--- src/svn_pkg.sv ---
// Shared types and constants for the smooth vertex normals unit.
package svn_pkg;

  localparam int unsigned MaxVerticesDef = 1024;
  localparam int unsigned AccBitsDef     = 48;
  localparam int unsigned IdxW           = 10;
  localparam int unsigned PosW           = 16;
  localparam int unsigned NrmW           = 16;
  localparam int unsigned InW            = 80;
  localparam int unsigned OutW           = 64;
  localparam int unsigned CntW           = 6;

  localparam logic [1:0] ACT_STORE = 2'd0;
  localparam logic [1:0] ACT_TRI   = 2'd1;
  localparam logic [1:0] ACT_QUERY = 2'd2;

  localparam logic [NrmW-1:0] ONE_Q14 = 16'd16384;

  typedef struct packed {
    logic            accept;
    logic            store_wr;
    logic            pos_rd;
    logic [1:0]      sel;
    logic            pos_lat;
    logic [1:0]      lat_sel;
    logic            diff;
    logic            mac;
    logic            acc_rd;
    logic            acc_add;
    logic            q_rd;
    logic            q_lat;
    logic            clr_wr;
    logic            shift;
    logic            sq;
    logic            sqrt;
    logic            div;
    logic            out_load;
    logic [CntW-1:0] cnt;
  } svn_cmd_t;

  typedef struct packed {
    logic [1:0] action;
    logic       a_ok;
    logic       tri_ok;
    logic       face_zero;
    logic       acc_zero;
    logic       need_shift;
    logic       out_free;
  } svn_status_t;

endpackage

--- src/svn_ctrl.sv ---
// Controller state machine for the smooth vertex normals unit.
module svn_ctrl #(
  parameter int unsigned MAX_VERTICES = svn_pkg::MaxVerticesDef
) (
  input  logic                            clk_i,
  input  logic                            rst_ni,
  input  logic                            in_valid_i,
  output logic                            in_ready_o,
  input  svn_pkg::svn_status_t            status_i,
  output svn_pkg::svn_cmd_t               cmd_o,
  output logic [$clog2(MAX_VERTICES)-1:0] clr_addr_o
);
  import svn_pkg::*;

  localparam int unsigned AW = $clog2(MAX_VERTICES);
  localparam logic [AW-1:0] LastAddr = AW'(MAX_VERTICES - 1);

  typedef enum logic [15:0] {
    S_CLEAR  = 16'h0001,
    S_IDLE   = 16'h0002,
    S_TRI_RD = 16'h0004,
    S_DIFF   = 16'h0008,
    S_MAC    = 16'h0010,
    S_CHK    = 16'h0020,
    S_ACC_RD = 16'h0040,
    S_ACC_WR = 16'h0080,
    S_Q_RD   = 16'h0100,
    S_Q_LAT  = 16'h0200,
    S_Q_CHK  = 16'h0400,
    S_SHIFT  = 16'h0800,
    S_SQ     = 16'h1000,
    S_SQRT   = 16'h2000,
    S_DIV    = 16'h4000,
    S_OUT    = 16'h8000
  } state_e;

  state_e          state_q, state_d;
  logic [CntW-1:0] cnt_q, cnt_d;
  logic [AW-1:0]   clr_q, clr_d;

  always_comb begin
    state_d    = state_q;
    cnt_d      = cnt_q;
    clr_d      = clr_q;
    cmd_o      = '0;
    cmd_o.cnt  = cnt_q;
    in_ready_o = 1'b0;
    unique case (state_q)
      S_CLEAR: begin
        cmd_o.clr_wr = 1'b1;
        clr_d = clr_q + AW'(1);
        if (clr_q == LastAddr) begin
          state_d = S_IDLE;
        end
      end
      S_IDLE: begin
        in_ready_o = 1'b1;
        if (in_valid_i) begin
          cmd_o.accept = 1'b1;
          cnt_d = '0;
          if (status_i.action == ACT_STORE) begin
            cmd_o.store_wr = status_i.a_ok;
          end else if (status_i.action == ACT_TRI) begin
            if (status_i.tri_ok) begin
              state_d = S_TRI_RD;
            end
          end else if (status_i.action == ACT_QUERY) begin
            state_d = status_i.a_ok ? S_Q_RD : S_OUT;
          end
        end
      end
      S_TRI_RD: begin
        cmd_o.pos_rd  = (cnt_q != CntW'(3));
        cmd_o.sel     = cnt_q[1:0];
        cmd_o.pos_lat = (cnt_q != '0);
        cmd_o.lat_sel = cnt_q[1:0] - 2'd1;
        cnt_d = cnt_q + CntW'(1);
        if (cnt_q == CntW'(3)) begin
          state_d = S_DIFF;
        end
      end
      S_DIFF: begin
        cmd_o.diff = 1'b1;
        cnt_d   = '0;
        state_d = S_MAC;
      end
      S_MAC: begin
        cmd_o.mac = 1'b1;
        cnt_d = cnt_q + CntW'(1);
        if (cnt_q == CntW'(5)) begin
          state_d = S_CHK;
        end
      end
      S_CHK: begin
        cnt_d   = '0;
        state_d = status_i.face_zero ? S_IDLE : S_ACC_RD;
      end
      S_ACC_RD: begin
        cmd_o.acc_rd = 1'b1;
        cmd_o.sel    = cnt_q[1:0];
        state_d = S_ACC_WR;
      end
      S_ACC_WR: begin
        cmd_o.acc_add = 1'b1;
        cmd_o.sel     = cnt_q[1:0];
        cnt_d = cnt_q + CntW'(1);
        state_d = (cnt_q == CntW'(2)) ? S_IDLE : S_ACC_RD;
      end
      S_Q_RD: begin
        cmd_o.q_rd = 1'b1;
        state_d = S_Q_LAT;
      end
      S_Q_LAT: begin
        cmd_o.q_lat = 1'b1;
        state_d = S_Q_CHK;
      end
      S_Q_CHK: begin
        state_d = status_i.acc_zero ? S_OUT : S_SHIFT;
      end
      S_SHIFT: begin
        cnt_d = '0;
        if (status_i.need_shift) begin
          cmd_o.shift = 1'b1;
        end else begin
          state_d = S_SQ;
        end
      end
      S_SQ: begin
        cmd_o.sq = 1'b1;
        cnt_d = cnt_q + CntW'(1);
        if (cnt_q == CntW'(2)) begin
          cnt_d   = '0;
          state_d = S_SQRT;
        end
      end
      S_SQRT: begin
        cmd_o.sqrt = 1'b1;
        cnt_d = cnt_q + CntW'(1);
        if (cnt_q == CntW'(31)) begin
          cnt_d   = '0;
          state_d = S_DIV;
        end
      end
      S_DIV: begin
        cmd_o.div = 1'b1;
        cnt_d = cnt_q + CntW'(1);
        if (cnt_q == CntW'(47)) begin
          state_d = S_OUT;
        end
      end
      S_OUT: begin
        if (status_i.out_free) begin
          cmd_o.out_load = 1'b1;
          state_d = S_IDLE;
        end
      end
      default: begin
        state_d = S_IDLE;
      end
    endcase
  end

  assign clr_addr_o = clr_q;

  always_ff @(posedge clk_i or negedge rst_ni) begin
    if (!rst_ni) begin
      state_q <= S_CLEAR;
      cnt_q   <= '0;
      clr_q   <= '0;
    end else begin
      state_q <= state_d;
      cnt_q   <= cnt_d;
      clr_q   <= clr_d;
    end
  end

endmodule

--- config.mk ---
export PLATFORM = sky130hd
export DESIGN_NAME = svn_ctrl
export DESIGN_NICKNAME = d
export VERILOG_FILES = /design/src/svn_pkg.sv /design/src/svn_ctrl.sv
export SDC_FILE = /design/constraint.sdc
export NUM_CORES = 1
export LEC_CHECK = 0
export ABC_CLOCK_PERIOD_IN_PS = 5350
export BUFFER_PORTS_ARGS = -buffer_cell sky130_fd_sc_hd__buf_4
export CORE_ASPECT_RATIO = 1.1
export CORE_MARGIN = 2
export CORE_UTILIZATION = 56
export CTS_BUF_LIST = sky130_fd_sc_hd__clkbuf_16
export DETAILED_ROUTE_END_ITERATION = 8
export PLACE_DENSITY = 0.83
export SYNTH_ARGS = -nofsm -noshare
export SYNTH_HDL_FRONTEND = slang
export SYNTH_SLANG_ARGS = --single-unit
--- constraint.sdc ---
create_clock -name clk_i -period 5.35 [get_ports clk_i]
set_input_delay 0.8025 -clock clk_i [delete_from_list [all_inputs] [get_ports clk_i]]
set_output_delay 0.8025 -clock clk_i [all_outputs]
set_load 0.02 [all_outputs]
==> flow_results.org <==
** Outcome
- Run status :: finished, final reports clean

** Worst setup path
- The slowest stage of the critical path is the sky130_fd_sc_hd__or3b_1 cell.
- Of all nets on the critical path, the largest fanout is 7.
- Crit path kind :: reg2out
- Setup crit end kind :: primary output
- The critical path goes through nor4_4 > nand4_1 > or3b_1 > inv_2 > and2_1 > and3_1 > buf_4.
- CP Data Arrival Time :: 2.54 ns
- Counting cells, the worst reg-to-reg path comes to 6.
- Largest stage delay on the critical path :: 0.51 ns
- Required @ worst endpoint :: 4.55 ns
- STA classifies the critical path startpoint as a flip-flop.

** Global routing
- The total overflow left after global routing is 0.
- Maximum number of pins on one net before global-route repair :: 33
- GRT Total Usage :: between 20% and 30%
- For this run, global-route usage on met2 was measured as 43.5%.
- Global routing consumed, on the met3 layer, approximately 7.5% of the routing resources.
- In the global route stage, met1 resource usage came out at around 34%.
- The number of antenna violations at the first check in global routing is 0.
- The via count of the first global-routing pass was about 1.8k.
- The first global-routing pass estimated around 8.2 mm of wire.
- Top Usage Layer GRT :: met2

** Final layout
- Area occupied by registers :: around 800 um^2
- The repair_antennas step left the layout with diodes totalling 0.
- Compared with the post-synthesis result, the final layout area differs by 24.6%.
- Fraction of final layout cells with drive strength greater than 1 :: between 20% and 30%
- The net count of the finished layout is roughly 290.
- The multi-input combinational cells in the finished layout cover a total of approximately 0.0012 mm^2.
- Count of filler cells inserted in the layout :: approximately 290
- Once layout is complete, the cells apart from fillers number between 300 and 400.

** Clocking
- Post-cts resize count :: 0
- Number of H-tree branching levels :: 2
- The root buffer cell chosen for the clock tree is sky130_fd_sc_hd__clkbuf_16.
- The clock passes through at most 2 buffers.
- Clock tree synthesis inserted a total of 5 buffers.
- The clock reaches the later pin of the worst-skew pair after 0.27 ns.
- Cts-stage hold buffer count :: 0
- The clock net in this run drives a total of 32 sinks.
- Post-CTS setup repair buffer count :: 0
- CTS tree :: built
- Clk slew on worst S/H paths :: 0.05 ns

** Floorplanning
- Die area :: between 0.004 and 0.005 mm^2
- The initial utilization of the core area, before any placement, comes to 57.5%.
- Horizontal die dimension :: 62.0 um
- Boundary Pins :: between 40 and 50
- The initialized floorplan defines 23 standard-cell rows.
- Height of the die :: 67.8 um
- The core region is roughly 0.0036 mm^2.

** STA
- Setup violations remaining at the end of the flow were counted as 0.
- Clk_skew :: approximately 0.0021 ns
- On the final layout, the worst hold slack is 0.461 ns.
- In this run the tightest slew margin relative to its limit is between 40% and 50%.
- Worst-Margin Slew :: around 0.74 ns
- Slew Viols, Final :: 0
- Setup TNS :: 0 ns
- Minimum clock period after layout :: approximately 3.3 ns
- The worst path uses a little over three fifths of the clock period.
- Setup repair after global routing left no endpoint under its margin.
- The total count of hold-check failures in the final report came to 0.
- Peak clock frequency supported by timing :: ~0.3 GHz
- Worst setup slack after layout :: slightly above 2 ns

** Run
- The tool flagged a number of max-cap violations equal to 0.

** Routing
- Detailed routing inserted a total of roughly 1.9k vias.
- Remaining routing DRC violations :: 0
- Dividing the detail-routed via count by the number of cells gives between 5 and 6.
- After detailed routing, the total wire length is between 5 and 6 mm.
- Post-DR wirelength/cell :: ~15 um
- Before antenna repair, the detailed router went through 5 iterations.
- In this run the remaining antenna-violating nets after routing total 0.
- The detailed router finished its first iteration with approximately 160 violations.

** Pwr
- Power per Cell Area :: between 400 and 500 mW/mm^2
- Max rail drop VDD :: 0.000297 V
- Lkg Pwr :: about 1.3 nW

** Synthesis
- Sequential-to-total area share from yosys stat :: around 39%
- Number of flops mapped to enable cells by yosys :: 0
- Yosys instantiated no cell more often than sky130_fd_sc_hd__dfrtp_1.
- In this run the mean area of a mapped cell was just over 9 um^2.
- Counting flops with an async set or reset pin after synthesis yields a share of 100%.
- The Yosys step of the flow raised 0 warnings.
- Largest cells by area after synthesis :: sky130_fd_sc_hd__dfrtp_1 (37%), sky130_fd_sc_hd__ha_1 (4.2%), sky130_fd_sc_hd__nand2_1 (3.6%)
- Summed over its instances, the top area cell type makes up between 30% and 40% of the synthesized netlist area.
- Synth Cell Area :: just over 0.002 mm^2
- Prevailing post-synth register cell :: sky130_fd_sc_hd__dfrtp_1
- Synthesis handed over a netlist of roughly 230 instances.
- Post-Synthesis Net Count :: between 200 and 250
- Post-synthesis register bit count :: 32
- sky130_fd_sc_hd__dfrtp_1 takes more of the synthesized area than any other cell.
- Sorting the synthesized cells by how often they occur yields sky130_fd_sc_hd__dfrtp_1 (31), sky130_fd_sc_hd__nand2_1 (20), sky130_fd_sc_hd__nor2_1 (19).
- The synthesized netlist contains 50 unique library cells.

** Placed design
- At the placement stage, the worst setup path has a slack of between 2 and 2.5 ns.
- Weighted congestion reported at the end of routability-driven placement :: about 0.85
- The number of placed instances, taps included, is 317.
- Port Buffer Count :: 47
- Post-DP HPWL :: between 3 and 4 mm

** Worst hold path
- The worst hold path belongs to the class in2async.
registers in the layout (all words and copies together) (netlist names):
| register | cells |
|---|---|
| cnt_q | 6 |
| state_q | 16 |
| clr_addr_o | 10 |
worst max-delay path: cells and delay by family, from the launching register on:
kind	cells	cell delay (ns)
buffers and inverters	2	0.24
DFF	1	0.44
and+or+nand+nor	5	1.58
power breakdown:
| part | internal [mW] | switching (mW) | leakage [nW] | total, mW |
|---|---|---|---|---|
| clock network | 0.169 | 0.0983 | 0.0710 | 0.267 |
| registers | 0.269 | 0.0469 | 0.438 | 0.316 |
| logic | 0.187 | 0.306 | 0.763 | 0.493 |
cells in the final DEF, fill, tap and decap left out, drive strengths merged, types with 6 or more instances in the layout:
| master | count |
|---|---|
| buf | 47 |
| dfrtp | 31 |
| nand2 | 20 |
| nor2 | 19 |
| inv | 18 |
| nand3 | 13 |
| nor4 | 13 |
| o21ai | 10 |
| nand4 | 7 |
| ha | 7 |
| xnor2 | 6 |
per-stage QoR:
stage | instance area (um^2) | total power, mW | utilization, %
finish | 2580 | 1.08 | 71.7
global route | 2580 | 1.14 | 71.7
CTS | 2580 | 1.07 | 71.7
detailed placement | 2440 | 0.805 | 67.8
global placement | 2440 | 0.800 | 67.8
floorplan | 2070 | 0.699 | -
kinds of logic (layout without fill, tap and decap cells):
logic type                 after synthesis  after routing  synth area share (%)
and+or+nand+nor                        113            113                  33.3
AOI/OAI and AO/OA                       34             34                  11.1
DFF                                     32             32                  38.8
buffers and inverters                   24             73                  5.44
xor gates and xnor gates                11             11                  4.66
adders and majority gates                7              7                  4.23
muxes                                    5              5                  2.60
cell type report:
| class | instances | share of cell area (%) |
|---|---|---|
| clock inverter | 3 | 0.534 |
| timing repair buffer | 47 | 13.7 |
| sequential | 32 | 31.1 |
| multi-input combinational | 170 | 44.8 |
| tap | 50 | 2.43 |
| clock buffer | 5 | 4.85 |
| inverter | 18 | 2.62 |
metal layers:
metal	routed length, um	vias up	part of all wire (%)
li1	-	925	-
met1	2160	900	43
met2	2570	55	51
met3	223	10	4.4
met4	76	0	1.5
met5	0	-	0
path summary, 6_finish.rpt:
check                                          startpoint                   endpoint  slack, ns
worst min register to register  clr_addr_o[8]$_DFFE_PN0P_  clr_addr_o[8]$_DFFE_PN0P_       0.49
worst max register to register     state_q[9]$_DFFE_PN0P_    state_q[14]$_DFFE_PN0P_       2.59
worst min-delay path                               rst_ni     state_q[7]$_DFFE_PN0P_       0.46
min in group clk_i              clr_addr_o[8]$_DFFE_PN0P_  clr_addr_o[8]$_DFFE_PN0P_       0.49
max in group asynchronous                          rst_ni     state_q[0]$_DFFE_PN1P_       4.56
worst max-delay path               state_q[4]$_DFFE_PN0P_                  cmd_o[24]       2.01
Power figures use the tool's default switching activity.
